==> src/design/ple_pkg.sv <==
// Shared constants, types and operation codes of the positional list engine.
`timescale 1ns / 1ps
package ple_pkg;

    localparam int CAPACITY = 32;
    localparam int DATA_W   = 32;
    localparam int POS_W    = 6;
    localparam int OP_W     = 3;
    localparam int ADDR_W   = $clog2(CAPACITY);
    localparam int CNT_W    = $clog2(CAPACITY + 1);
    localparam int CMP_W    = ((CNT_W > POS_W) ? CNT_W : POS_W) + 1;

    localparam logic [OP_W-1:0] OP_SHOW   = 3'd0;
    localparam logic [OP_W-1:0] OP_GET    = 3'd1;
    localparam logic [OP_W-1:0] OP_INSERT = 3'd2;
    localparam logic [OP_W-1:0] OP_DELETE = 3'd3;
    localparam logic [OP_W-1:0] OP_PUSH   = 3'd4;

    typedef logic [OP_W-1:0]          t_op;
    typedef logic [POS_W-1:0]         t_pos;
    typedef logic signed [DATA_W-1:0] t_word;
    typedef logic [ADDR_W-1:0]        t_addr;
    typedef logic [CNT_W-1:0]         t_count;

    typedef enum logic [1:0] {
        ST_OK    = 2'd0,
        ST_FAIL  = 2'd1,
        ST_EMPTY = 2'd2
    } t_status;

    typedef struct packed {
        logic              we;
        t_addr             waddr;
        logic [DATA_W-1:0] wdata;
        t_addr             raddr;
    } t_ram_req;

endpackage

==> src/design/ple_if.sv <==
// Request and response channel interfaces of the positional list engine.
`timescale 1ns / 1ps
interface ple_req_if;
    import ple_pkg::*;

    logic  valid;
    logic  ready;
    t_op   operation;
    t_pos  position;
    t_word item_value;

    modport source (output valid, output operation, output position, output item_value,
                    input ready);
    modport sink (input valid, input operation, input position, input item_value,
                  output ready);
endinterface

interface ple_rsp_if;
    import ple_pkg::*;

    logic    valid;
    logic    ready;
    t_status status;
    t_word   read_value;
    logic    last;

    modport source (output valid, output status, output read_value, output last,
                    input ready);
    modport sink (input valid, input status, input read_value, input last,
                  output ready);
endinterface

==> src/design/ple_ram.sv <==
// Generic single-write, single-read synchronous RAM with registered read data.
`timescale 1ns / 1ps
module ple_ram #(
    parameter int WIDTH = 32,
    parameter int DEPTH = 32
) (
    input  logic                     i_clk,
    input  logic                     i_we,
    input  logic [$clog2(DEPTH)-1:0] i_waddr,
    input  logic [WIDTH-1:0]         i_wdata,
    input  logic [$clog2(DEPTH)-1:0] i_raddr,
    output logic [WIDTH-1:0]         o_rdata
);
    logic [WIDTH-1:0] r_mem [DEPTH];
    logic [WIDTH-1:0] r_rdata;

    always_ff @(posedge i_clk) begin
        if (i_we) begin
            r_mem[i_waddr] <= i_wdata;
        end
        r_rdata <= r_mem[i_raddr];
    end

    assign o_rdata = r_rdata;
endmodule

==> src/design/ple_seq.sv <==
// Sequencer that decodes requests, moves entries through the RAM and drives results.
`timescale 1ns / 1ps
module ple_seq (
    input  logic                   i_clk,
    input  logic                   i_rst_n,
    ple_req_if.sink                i_req,
    ple_rsp_if.source              o_rsp,
    output ple_pkg::t_ram_req      o_ram,
    input  logic [ple_pkg::DATA_W-1:0] i_rdata
);
    import ple_pkg::*;

    typedef enum logic [6:0] {
        S_IDLE = 7'b0000001,
        S_GET  = 7'b0000010,
        S_SHOW = 7'b0000100,
        S_UP   = 7'b0001000,
        S_PUTV = 7'b0010000,
        S_DN   = 7'b0100000,
        S_DONE = 7'b1000000
    } t_state;

    t_state  r_state, n_state;
    t_count  r_count, n_count;
    t_addr   r_idx, n_idx;
    t_addr   r_slot, n_slot;
    t_word   r_val, n_val;
    t_status r_status, n_status;
    logic    r_out_valid, n_out_valid;
    t_status r_out_status, n_out_status;
    t_word   r_out_value, n_out_value;
    logic    r_out_last, n_out_last;

    logic    out_free;
    logic    accept;
    logic    fin;
    t_status fin_status;
    logic    get_ok;
    logic    ins_ok;
    logic    not_full;
    logic    at_end;
    t_addr   pos_slot;
    t_addr   ins_slot;
    t_word   rd_word;

    assign out_free = !r_out_valid || o_rsp.ready;
    assign accept   = i_req.valid && (r_state == S_IDLE);
    assign rd_word  = $signed(i_rdata);
    assign pos_slot = ADDR_W'(i_req.position - POS_W'(1));
    assign not_full = r_count < CNT_W'(CAPACITY);
    assign get_ok   = (i_req.position != '0) &&
                      (CMP_W'(i_req.position) <= CMP_W'(r_count));
    assign ins_ok   = (i_req.position != '0) &&
                      (CMP_W'(i_req.position) <= CMP_W'(r_count) + CMP_W'(1));
    assign ins_slot = (i_req.operation == OP_PUSH) ? '0 : pos_slot;
    assign at_end   = (CNT_W'(r_idx) == r_count - CNT_W'(1));

    always_comb begin
        n_state      = r_state;
        n_count      = r_count;
        n_idx        = r_idx;
        n_slot       = r_slot;
        n_val        = r_val;
        n_status     = r_status;
        n_out_valid  = r_out_valid && !o_rsp.ready;
        n_out_status = r_out_status;
        n_out_value  = r_out_value;
        n_out_last   = r_out_last;
        fin          = 1'b0;
        fin_status   = ST_OK;
        o_ram.we     = 1'b0;
        o_ram.waddr  = r_idx;
        o_ram.wdata  = i_rdata;
        o_ram.raddr  = r_idx;

        unique case (r_state)
            S_IDLE: begin
                if (accept) begin
                    unique case (i_req.operation) inside
                        OP_SHOW: begin
                            if (r_count == '0) begin
                                fin        = 1'b1;
                                fin_status = ST_EMPTY;
                            end else begin
                                o_ram.raddr = '0;
                                n_idx       = '0;
                                n_state     = S_SHOW;
                            end
                        end
                        OP_GET: begin
                            if (get_ok) begin
                                o_ram.raddr = pos_slot;
                                n_idx       = pos_slot;
                                n_state     = S_GET;
                            end else begin
                                fin        = 1'b1;
                                fin_status = ST_FAIL;
                            end
                        end
                        OP_INSERT, OP_PUSH: begin
                            if (not_full && (ins_ok || i_req.operation == OP_PUSH)) begin
                                if (CNT_W'(ins_slot) == r_count) begin
                                    o_ram.we    = 1'b1;
                                    o_ram.waddr = ins_slot;
                                    o_ram.wdata = i_req.item_value;
                                    n_count     = r_count + CNT_W'(1);
                                    fin         = 1'b1;
                                end else begin
                                    o_ram.raddr = ADDR_W'(r_count - CNT_W'(1));
                                    n_idx       = ADDR_W'(r_count - CNT_W'(1));
                                    n_slot      = ins_slot;
                                    n_val       = i_req.item_value;
                                    n_state     = S_UP;
                                end
                            end else begin
                                fin        = 1'b1;
                                fin_status = ST_FAIL;
                            end
                        end
                        OP_DELETE: begin
                            if (get_ok) begin
                                if (CNT_W'(i_req.position) == r_count) begin
                                    n_count = r_count - CNT_W'(1);
                                    fin     = 1'b1;
                                end else begin
                                    o_ram.raddr = pos_slot + ADDR_W'(1);
                                    n_idx       = pos_slot + ADDR_W'(1);
                                    n_state     = S_DN;
                                end
                            end else begin
                                fin        = 1'b1;
                                fin_status = ST_FAIL;
                            end
                        end
                        default: begin
                            fin        = 1'b1;
                            fin_status = ST_FAIL;
                        end
                    endcase
                end
            end
            S_GET: begin
                if (out_free) begin
                    n_out_valid  = 1'b1;
                    n_out_status = ST_OK;
                    n_out_value  = rd_word;
                    n_out_last   = 1'b1;
                    n_state      = S_IDLE;
                end
            end
            S_SHOW: begin
                if (out_free) begin
                    n_out_valid  = 1'b1;
                    n_out_status = ST_OK;
                    n_out_value  = rd_word;
                    n_out_last   = at_end;
                    if (at_end) begin
                        n_state = S_IDLE;
                    end else begin
                        o_ram.raddr = r_idx + ADDR_W'(1);
                        n_idx       = r_idx + ADDR_W'(1);
                    end
                end
            end
            S_UP: begin
                o_ram.we    = 1'b1;
                o_ram.waddr = r_idx + ADDR_W'(1);
                if (r_idx == r_slot) begin
                    n_state = S_PUTV;
                end else begin
                    o_ram.raddr = r_idx - ADDR_W'(1);
                    n_idx       = r_idx - ADDR_W'(1);
                end
            end
            S_PUTV: begin
                o_ram.we    = 1'b1;
                o_ram.waddr = r_slot;
                o_ram.wdata = r_val;
                n_count     = r_count + CNT_W'(1);
                fin         = 1'b1;
            end
            S_DN: begin
                o_ram.we    = 1'b1;
                o_ram.waddr = r_idx - ADDR_W'(1);
                if (at_end) begin
                    n_count = r_count - CNT_W'(1);
                    fin     = 1'b1;
                end else begin
                    o_ram.raddr = r_idx + ADDR_W'(1);
                    n_idx       = r_idx + ADDR_W'(1);
                end
            end
            S_DONE: begin
                fin        = 1'b1;
                fin_status = r_status;
            end
            default: begin
                n_state = S_IDLE;
            end
        endcase

        if (fin) begin
            if (out_free) begin
                n_out_valid  = 1'b1;
                n_out_status = fin_status;
                n_out_value  = '0;
                n_out_last   = 1'b1;
                n_state      = S_IDLE;
            end else begin
                n_status = fin_status;
                n_state  = S_DONE;
            end
        end
    end

    always_ff @(posedge i_clk) begin
        if (!i_rst_n) begin
            r_state     <= S_IDLE;
            r_count     <= '0;
            r_out_valid <= 1'b0;
        end else begin
            r_state     <= n_state;
            r_count     <= n_count;
            r_out_valid <= n_out_valid;
        end
        r_idx        <= n_idx;
        r_slot       <= n_slot;
        r_val        <= n_val;
        r_status     <= n_status;
        r_out_status <= n_out_status;
        r_out_value  <= n_out_value;
        r_out_last   <= n_out_last;
    end

    assign i_req.ready      = (r_state == S_IDLE);
    assign o_rsp.valid      = r_out_valid;
    assign o_rsp.status     = r_out_status;
    assign o_rsp.read_value = r_out_value;
    assign o_rsp.last       = r_out_last;
endmodule

==> src/design/positional_list_engine_core.sv <==
// Top level of the positional list engine: sequencer and entry memory.
`timescale 1ns / 1ps
// The engine keeps an ordered list of signed 32-bit values in a RAM with registered read
// data and takes one request at a time. Requests that fail, delete the final entry, or
// insert just after the final entry are decided in the cycle they are accepted. Insert
// at p (push front: p = 1) moves count-p+1 entries, one per cycle through the single RAM
// write port, then writes the new value in S_PUTV; delete at p moves count-p entries, one
// per cycle; show delivers one result per cycle while the output register is free. A
// completed result sits in an output register, so a new request is taken while it waits.
// Entries at or beyond the count are never used, so no clearing pass runs.
module positional_list_engine_core (
    input  logic      i_clk,
    input  logic      i_rst_n,
    ple_req_if.sink   i_req,
    ple_rsp_if.source o_rsp
);
    import ple_pkg::*;

    t_ram_req          ram_req;
    logic [DATA_W-1:0] ram_rdata;

    ple_seq u_seq (
        .i_clk   (i_clk),
        .i_rst_n (i_rst_n),
        .i_req   (i_req),
        .o_rsp   (o_rsp),
        .o_ram   (ram_req),
        .i_rdata (ram_rdata)
    );

    ple_ram #(
        .WIDTH (DATA_W),
        .DEPTH (CAPACITY)
    ) u_ram (
        .i_clk   (i_clk),
        .i_we    (ram_req.we),
        .i_waddr (ram_req.waddr),
        .i_wdata (ram_req.wdata),
        .i_raddr (ram_req.raddr),
        .o_rdata (ram_rdata)
    );
endmodule

==> src/flat_wrapper.sv <==
// flat-port wrapper written by rule: the top's interface ports become plain ports
module positional_list_engine_core_flat import ple_pkg::*;
  (i_clk, i_rst_n, i_req_valid, i_req_operation, i_req_position, i_req_item_value, i_req_ready, o_rsp_valid, o_rsp_status, o_rsp_read_value, o_rsp_last, o_rsp_ready);
  ple_req_if i_req_i ();
  ple_rsp_if o_rsp_i ();
  input  logic i_clk;
  input  logic i_rst_n;
  input wire logic [$bits(i_req_i.valid)-1:0] i_req_valid;
  input wire logic [$bits(i_req_i.operation)-1:0] i_req_operation;
  input wire logic [$bits(i_req_i.position)-1:0] i_req_position;
  input wire logic [$bits(i_req_i.item_value)-1:0] i_req_item_value;
  output wire logic [$bits(i_req_i.ready)-1:0] i_req_ready;
  output wire logic [$bits(o_rsp_i.valid)-1:0] o_rsp_valid;
  output wire logic [$bits(o_rsp_i.status)-1:0] o_rsp_status;
  output wire logic [$bits(o_rsp_i.read_value)-1:0] o_rsp_read_value;
  output wire logic [$bits(o_rsp_i.last)-1:0] o_rsp_last;
  input wire logic [$bits(o_rsp_i.ready)-1:0] o_rsp_ready;
  assign i_req_i.valid = i_req_valid;
  assign i_req_i.operation = i_req_operation;
  assign i_req_i.position = i_req_position;
  assign i_req_i.item_value = i_req_item_value;
  assign i_req_ready = i_req_i.ready;
  assign o_rsp_valid = o_rsp_i.valid;
  assign o_rsp_status = o_rsp_i.status;
  assign o_rsp_read_value = o_rsp_i.read_value;
  assign o_rsp_last = o_rsp_i.last;
  assign o_rsp_i.ready = o_rsp_ready;
  positional_list_engine_core u_core (.i_clk(i_clk), .i_rst_n(i_rst_n), .i_req(i_req_i), .o_rsp(o_rsp_i));
endmodule
==> config.mk <==
export PLATFORM = sky130hd
export DESIGN_NAME = positional_list_engine_core_flat
export DESIGN_NICKNAME = d
export VERILOG_FILES = /design/src/design/ple_pkg.sv /design/src/design/ple_if.sv /design/src/design/ple_ram.sv /design/src/design/ple_seq.sv /design/src/design/positional_list_engine_core.sv /design/src/flat_wrapper.sv
export SDC_FILE = /design/constraint.sdc
export NUM_CORES = 1
export LEC_CHECK = 0
export ABC_AREA = 1
export BUFFER_PORTS_ARGS = -buffer_cell sky130_fd_sc_hd__buf_2
export CELL_PAD_IN_SITES_DETAIL_PLACEMENT = 1
export CELL_PAD_IN_SITES_GLOBAL_PLACEMENT = 1
export CORE_ASPECT_RATIO = 1.4
export CORE_MARGIN = 2
export CORE_UTILIZATION = 51
export DETAILED_ROUTE_END_ITERATION = 7
export PLACE_DENSITY_LB_ADDON = 0.1
export SLEW_MARGIN = 20
export SYNTH_ARGS = -nofsm -noshare
export SYNTH_HDL_FRONTEND = slang
export SYNTH_HIERARCHICAL = 1
export SYNTH_SLANG_ARGS = --single-unit
==> constraint.sdc <==
create_clock -name i_clk -period 6.8 [get_ports i_clk]
set_clock_uncertainty 0.1 [all_clocks]
set_input_delay 0.34 -clock i_clk [delete_from_list [all_inputs] [get_ports i_clk]]
set_output_delay 0.34 -clock i_clk [all_outputs]
set_load 0.01 [all_outputs]
==> results of run 1 <==
[worst max-delay path: cells and delay by family, from the launching register on]
kind                     cells  cell delay (ps)
AND/OR/NAND/NOR             13             3310
buffers and inverters        5              900
flip-flops                   1              540
AO/OA/AOI/OAI                3              370
adder cells (fa/ha/maj)      1              290
XOR/XNOR                     1              180
[cell usage after synthesis (2+ instances only)]
master	n	area, um2
buf_2	95	475
nor2_2	4	25.0
xor2_1	15	131
nand2_2	5	31.3
o21ai_0	70	350
nand2_1	1692	6350
buf_1	20	75.1
nand3_1	827	4140
clkbuf_1	40	150
nand3_2	7	70.1
clkinv_1	2	7.51
dfxtp_1	79	1580
buf_8	3	45.0
a21oi_1	35	175
xnor2_1	5	43.8
o211ai_2	29	363
o31ai_1	3	22.5
nand3b_1	2	15.0
inv_1	119	447
a22oi_1	2	15.0
a211oi_1	3	22.5
nor2_1	164	616
nor3_1	5	25.0
edfxtp_1	1070	32100
o211ai_1	42	315
nand4_1	16	100
o22ai_1	3	18.8
ha_1	18	225
inv_2	5	18.8
buf_4	27	203
o21bai_1	2	15.0
buf_6	71	800
[area by class of cell]
cell class              instances  area (um2)  share of cell area
flip-flops and latches       1149       33700               0.619
multi-input cells            2959       13500               0.247
clock buffers                 137        2890              0.0530
repair buffers                226        1810              0.0333
well taps                    1224        1530              0.0281
clock inverters                62         549              0.0101
inverters                     128         512             0.00940
[per-stage QoR]
step / std cells / util
2_1_floorplan: 4492 / -
3_3_place_gp: 5648 / 0.530
3_5_place_dp: 5650 / 0.531
4_1_cts: 5883 / 0.571
5_1_grt: 5885 / 0.571
6_report: 5885 / 0.571
[final timing paths]
path | cells after the start | endpoint
max | 23 | u_core/u_ram/r_mem[24][26]$_DFFE_PP_
min | 4 | u_core/u_seq/r_state[6]$_SDFFE_PN0P_
max reg2reg | 23 | u_core/u_ram/r_mem[24][26]$_DFFE_PP_
min reg2reg | 2 | u_core/u_seq/o_rsp.read_value[25]$_DFF_P_
[state kept, by name, indices dropped and copies added (netlist names), named ones only]
register,cells
u_core/u_ram/r_mem,1024
u_core/u_ram/o_rdata,32
u_core/u_seq/o_rsp.read_value,32
u_core/u_seq/r_val,32
u_core/u_seq/r_state,7
u_core/u_seq/r_count,6
u_core/u_seq/r_idx,5
u_core/u_seq/r_slot,5
u_core/u_seq/r_status,2
u_core/u_seq/o_rsp.last,1
u_core/u_seq/o_rsp.valid,1
[cell families (layout without fill, tap and decap cells)]
family	Yosys count	after routing	synth area share
AND/OR/NAND/NOR	2726	2726	0.232
flip-flops	1149	1149	0.687
buffers and inverters	384	553	0.0456
AO/OA/AOI/OAI	195	195	0.0274
XOR/XNOR	20	20	0.00357
adder cells (fa/ha/maj)	18	18	0.00459
[timing repair]
item / in CTS / in global routing
hold buffers: 34 / 0
endpoints found under the hold margin: 45 / 0
resized for setup: 0 / 0
[routing by layer]
layer | routed length [um] | global-route usage
met5 | 18 | 0
met4 | 4520 | 0.105
met3 | 7230 | 0.0290
met2 | 73200 | 0.517
met1 | 59100 | 0.380
==> metrics.md, run 1 <==
| Metric | Value |
|---|---|
| Critical path peak fanout | `20` |
| Synth-to-Final Area Change | `10.9%` |
| Syn Inst Count | `4492` |
| Nets | `4637` |
| RSZ-0062 raised after global routing | `false` |
| Die span in y | `371 um` |
| IO buf count | `81` |
| Hold crit path type | `input port to flip-flop` |
| # Max-Cap Violations | `0` |
| Global Route Usage Sum | `0.294` |
| Slew Viols, Final | `0` |
| Skew-Pair Late Insertion Delay | `720 ps` |
| Via count | `34100` |
| Starting Density | `0.515` |
| Clock Path Buffers | `3` |
| Final instance area | `0.0545 mm2` |
| Tmin final | `5980 ps` |
| Warnings from Yosys | `6` |
| CP most frequent cell | `nand2_1` |
| Die X | `266 um` |
| Commonest non-fill, non-tap cells in the layout | `nand2_1 (1692), edfxtp_1 (1070), nand3_1 (826)` |
| Ys async rst share | `0` |
| Yosys cell types | `44` |
| Crit-path slowest cell | `nor2_4` |
| Syn_area_per_cell | `10.9 um2` |
| Via density | `5.80` |
| CTS clock-pin slew for the worst setup and hold paths | `60 ps` |
| Worst Hold Launch | `o_rsp_ready` |
| Critical path origin | `u_core/u_seq/r_count[2]$_SDFFE_PN0P_` |
| CP startpoint kind | `flip-flop` |
| # setup viols final | `0` |
| Period utilization | `0.880` |
| Initial DRC count | `3020` |
| Worst slew pin tran | `1080 ps` |
| Antenna-violating nets left | `0` |
| Fin worst setup slack | `818 ps` |
| IO Pins | `82` |
| Sink Count | `1149` |
| Outcome | `completed` |
| Slew margin rel. | `0.279` |
| Post-CTS Setup Inserts | `0` |
| CTS tree | `yes` |
| Total core area | `0.0954 mm2` |
| Place WS | `844 ps` |
| Reg2reg setup slack | `820 ps` |
| Post-Syn Area | `0.0491 mm2` |
| Hold Slack | `116 ps` |
| Placement Cell Area | `0.0507 mm2` |
| Critical Path AT | `6280 ps` |
| Most common cell after layout, fill and taps aside | `nand2_1` |
| Largest net degree at the start of global routing | `183` |
| DRC viols | `0` |
| Most used DFF post-synth | `edfxtp_1` |
| Max incr delay on CP | `950 ps` |
| Critical Path Sink Type | `flip-flop` |
| Root Buffer Master | `clkbuf_16` |
| Row count | `134` |
| Syn nets | `4555` |
| Origin of the critical flop-to-flop path | `u_core/u_seq/r_count[2]$_SDFFE_PN0P_` |
| Fin. Hold Viols | `0` |
| Layout cells sized above 1 | `0.0948` |
| First-pass GRT wire length | `218 mm` |
| Pre-antenna DRT Iters | `5` |
| Vias in the first global route | `35900` |
| Die area | `0.0988 mm2` |
| Ant. Diodes | `0` |
| Crit Path Class | `flip-flop to flip-flop` |
| H-tree depth | `3` |
| Post-DP HPWL | `86.6 mm` |
| Wire per inst | `24.5 um` |
| Flops & latches, synth | `1149` |
| EDFF count, synth | `1070` |
| Seq/Total Area, Yosys | `0.687` |
| Placer Congestion | `0.888` |
| Grt ovf | `0` |
| Max Fclk | `167 MHz` |
| Crit-path cells | `inv_1 > nor3_1 > nand3_1 > xor2_1 > ha_1 > nand2_1 > inv_1 > a21oi_1 > nand2_1 > nand2_1 > nand2_1 > nand2_1 > nand2_1 > inv_1 > nand2_1 > nor2_1 > a21oi_1 > o21ai_0 > nand4_1 > inv_1 > nand3_1 > nor2_4 > buf_4` |
| Critical Path RT | `7100 ps` |
| Final WL | `144 mm` |
| Clock buffer count from CTS | `110` |
| Layout fillers | `10000` |
| Initial antenna violation count | `1` |
| Setup_tns | `0 ps` |
Power of run 1 is not shown: default switching activity piles up to over one toggle a cycle in this logic, so the estimate is an artifact.
==> inputs of run 2 (changes only) <==
--- a/config.mk
+++ b/config.mk
@@ -7,13 +7,14 @@
 export LEC_CHECK = 0
 export ABC_AREA = 1
 export BUFFER_PORTS_ARGS = -buffer_cell sky130_fd_sc_hd__buf_2
-export CELL_PAD_IN_SITES_DETAIL_PLACEMENT = 1
+export CELL_PAD_IN_SITES_DETAIL_PLACEMENT = 0
 export CELL_PAD_IN_SITES_GLOBAL_PLACEMENT = 1
 export CORE_ASPECT_RATIO = 1.4
 export CORE_MARGIN = 2
 export CORE_UTILIZATION = 51
 export DETAILED_ROUTE_END_ITERATION = 7
 export PLACE_DENSITY_LB_ADDON = 0.1
+export SKIP_CTS_REPAIR_TIMING = 1
 export SLEW_MARGIN = 20
 export SYNTH_ARGS = -nofsm -noshare
 export SYNTH_HDL_FRONTEND = slang
==> run 2 against run 1 <==
The run now ends with hold timing left. Critical path depth stayed put. Via count fell by 3.8%. Cell count is 0.14% higher. Global-route usage is 2.4 points lower. Register-to-register slack gained 140 ps. Highest routed layer is now met4.
==> metrics.md, run 2 (synthesized netlist as in run 1, its figures left out) <==
| Metric | Value |
|---|---|
| Slew margin rel. | `0.293` |
| Tmin final | `5840 ps` |
| Largest net degree at the start of global routing | `183` |
| Fin worst setup slack | `962 ps` |
| Place WS | `1020 ps` |
| Crit-path slowest cell | `nor2_4` |
| Post-DP HPWL | `77.4 mm` |
| Global Route Usage Sum | `0.270` |
| CP startpoint kind | `flip-flop` |
| WP buf/inv | `5` |
| IO Pins | `82` |
| Die area | `0.0988 mm2` |
| Clock Path Buffers | `3` |
| Via count | `32800` |
| # Max-Cap Violations | `0` |
| Most common cell after layout, fill and taps aside | `nand2_1` |
| Outcome | `finished with violations` |
| Critical Path AT | `6130 ps` |
| Period utilization | `0.859` |
| RSZ-0062 raised after global routing | `false` |
| Worst slew pin tran | `1050 ps` |
| Starting Density | `0.515` |
| Slew Viols, Final | `0` |
| Nets | `4636` |
| Initial antenna violation count | `1` |
| Critical Path Sink Type | `flip-flop` |
| Hold crit path type | `input port to flip-flop` |
| # setup viols final | `0` |
| Crit Path Class | `flip-flop to flip-flop` |
| Critical path's top delay family | `simple AND/OR/NAND/NOR gates` |
| Critical Path RT | `7090 ps` |
| Vias in the first global route | `32100` |
| Skew-Pair Late Insertion Delay | `710 ps` |
| Clock buffer count from CTS | `110` |
| CTS clock-pin slew for the worst setup and hold paths | `60 ps` |
| Ant. Diodes | `0` |
| IO buf count | `81` |
| Final WL | `133 mm` |
| First-pass GRT wire length | `200 mm` |
| Wire per inst | `22.5 um` |
| Via density | `5.57` |
| Max incr delay on CP | `920 ps` |
| Commonest non-fill, non-tap cells in the layout | `nand2_1 (1692), edfxtp_1 (1070), nand3_1 (826)` |
| Setup_tns | `0 ps` |
| Sink Count | `1149` |
| Hold Slack | `-1.41 ps` |
| Total core area | `0.0954 mm2` |
| Fin. Hold Viols | `1` |
| CTS tree | `yes` |
| Die X | `266 um` |
| Antenna-violating nets left | `0` |
| Placer Congestion | `0.888` |
| Max Fclk | `171 MHz` |
| Critical path peak fanout | `20` |
| Largest register FFs | `1024` |
| Pre-antenna DRT Iters | `6` |
| Largest register by flop count | `u_core/u_ram/r_mem` |
| Crit-path cells | `inv_2 > nor3_1 > nand3_1 > xor2_1 > ha_1 > nand2_1 > inv_1 > a21oi_1 > nand2_1 > nand2_1 > nand2_1 > nand2_1 > nand2_1 > inv_1 > nand2_1 > nor2_1 > a21oi_1 > o21ai_0 > nand4_1 > inv_1 > nand3_1 > nor2_4 > buf_4` |
| Grt ovf | `0` |
| H-tree depth | `3` |
| Synth-to-Final Area Change | `10.9%` |
| DRC viols | `0` |
| Root Buffer Master | `clkbuf_16` |
| Initial DRC count | `3010` |
| Die span in y | `371 um` |
| Layout cells sized above 1 | `0.0953` |
| Row count | `134` |
| Failing checks | `hold timing` |
| CP most frequent cell | `nand2_1` |
run 2: cell count changes in the layout (fill, tap and decap cells not counted), sizes merged:
cell / before / now
bufinv: 7 / 4
clkinv: 51 / 56
dlygate4sd3: 34 / 33
inv: 127 / 125
clkbuf: 137 / 149
clkinvlp: 5 / 2
run 2: stage by stage:
stage          hold slack (ps)  cell area (um2)  instances   util
2_1_floorplan              339            49100       4492      -
6_report                 -1.41            54500       5893  0.571
5_1_grt                   14.6            54500       5893  0.571
3_3_place_gp               399            50600       5648  0.530
3_5_place_dp               409            50700       5650  0.531
4_1_cts                   -317            54100       5858  0.567
run 2: final timing paths:
check	startpoint	to	slack (ps)	cells after the start
min reg2reg	u_core/u_seq/o_rsp.read_value[29]$_DFF_P_	u_core/u_seq/o_rsp.read_value[29]$_DFF_P_	420	2
max reg2reg	u_core/u_seq/r_count[0]$_SDFFE_PN0P_	u_core/u_ram/r_mem[24][8]$_DFFE_PP_	960	23
max	u_core/u_seq/r_count[0]$_SDFFE_PN0P_	u_core/u_ram/r_mem[24][8]$_DFFE_PP_	960	23
min	i_req_valid	u_core/u_seq/r_state[0]$_SDFFE_PN1P_	-1	4
run 2: layout make-up:
| cell class | instances | area [um2] |
|---|---|---|
| Fill cell | 8123 | 40900 |
| Timing Repair Buffer | 225 | 1800 |
| Clock inverter | 59 | 469 |
| Sequential cell | 1149 | 33700 |
| Tap cell | 1224 | 1530 |
| Inverter | 128 | 512 |
| Multi-Input combinational cell | 2959 | 13500 |
| Clock buffer | 149 | 2970 |
run 2: routing by layer:
| metal | share of wire | track usage | up-vias |
|---|---|---|---|
| met2 | 0.50 | 0.461 | 1014 |
| met3 | 0.058 | 0.0307 | 174 |
| met5 | 0 | 0 | - |
| met1 | 0.42 | 0.365 | 16000 |
| met4 | 0.023 | 0.0797 | 0 |
| li1 | - | - | 15700 |
run 2: worst reg2reg max path, cell delays in order, from the launching register on:
cell     delay [ps]
dfxtp_1         440
inv_2           170
nor3_1          310
nand3_1         130
xor2_1          170
ha_1            300
nand2_1          90
inv_1            40
a21oi_1         130
nand2_1          70
nand2_1          60
nand2_1          40
nand2_1          50
nand2_1         170
inv_1           210
nand2_1         130
nor2_1          390
a21oi_1         120
o21ai_0         110
nand4_1         170
inv_1           110
nand3_1         680
nor2_4          940
buf_4           390
Power of run 2 is left out for the same reason.
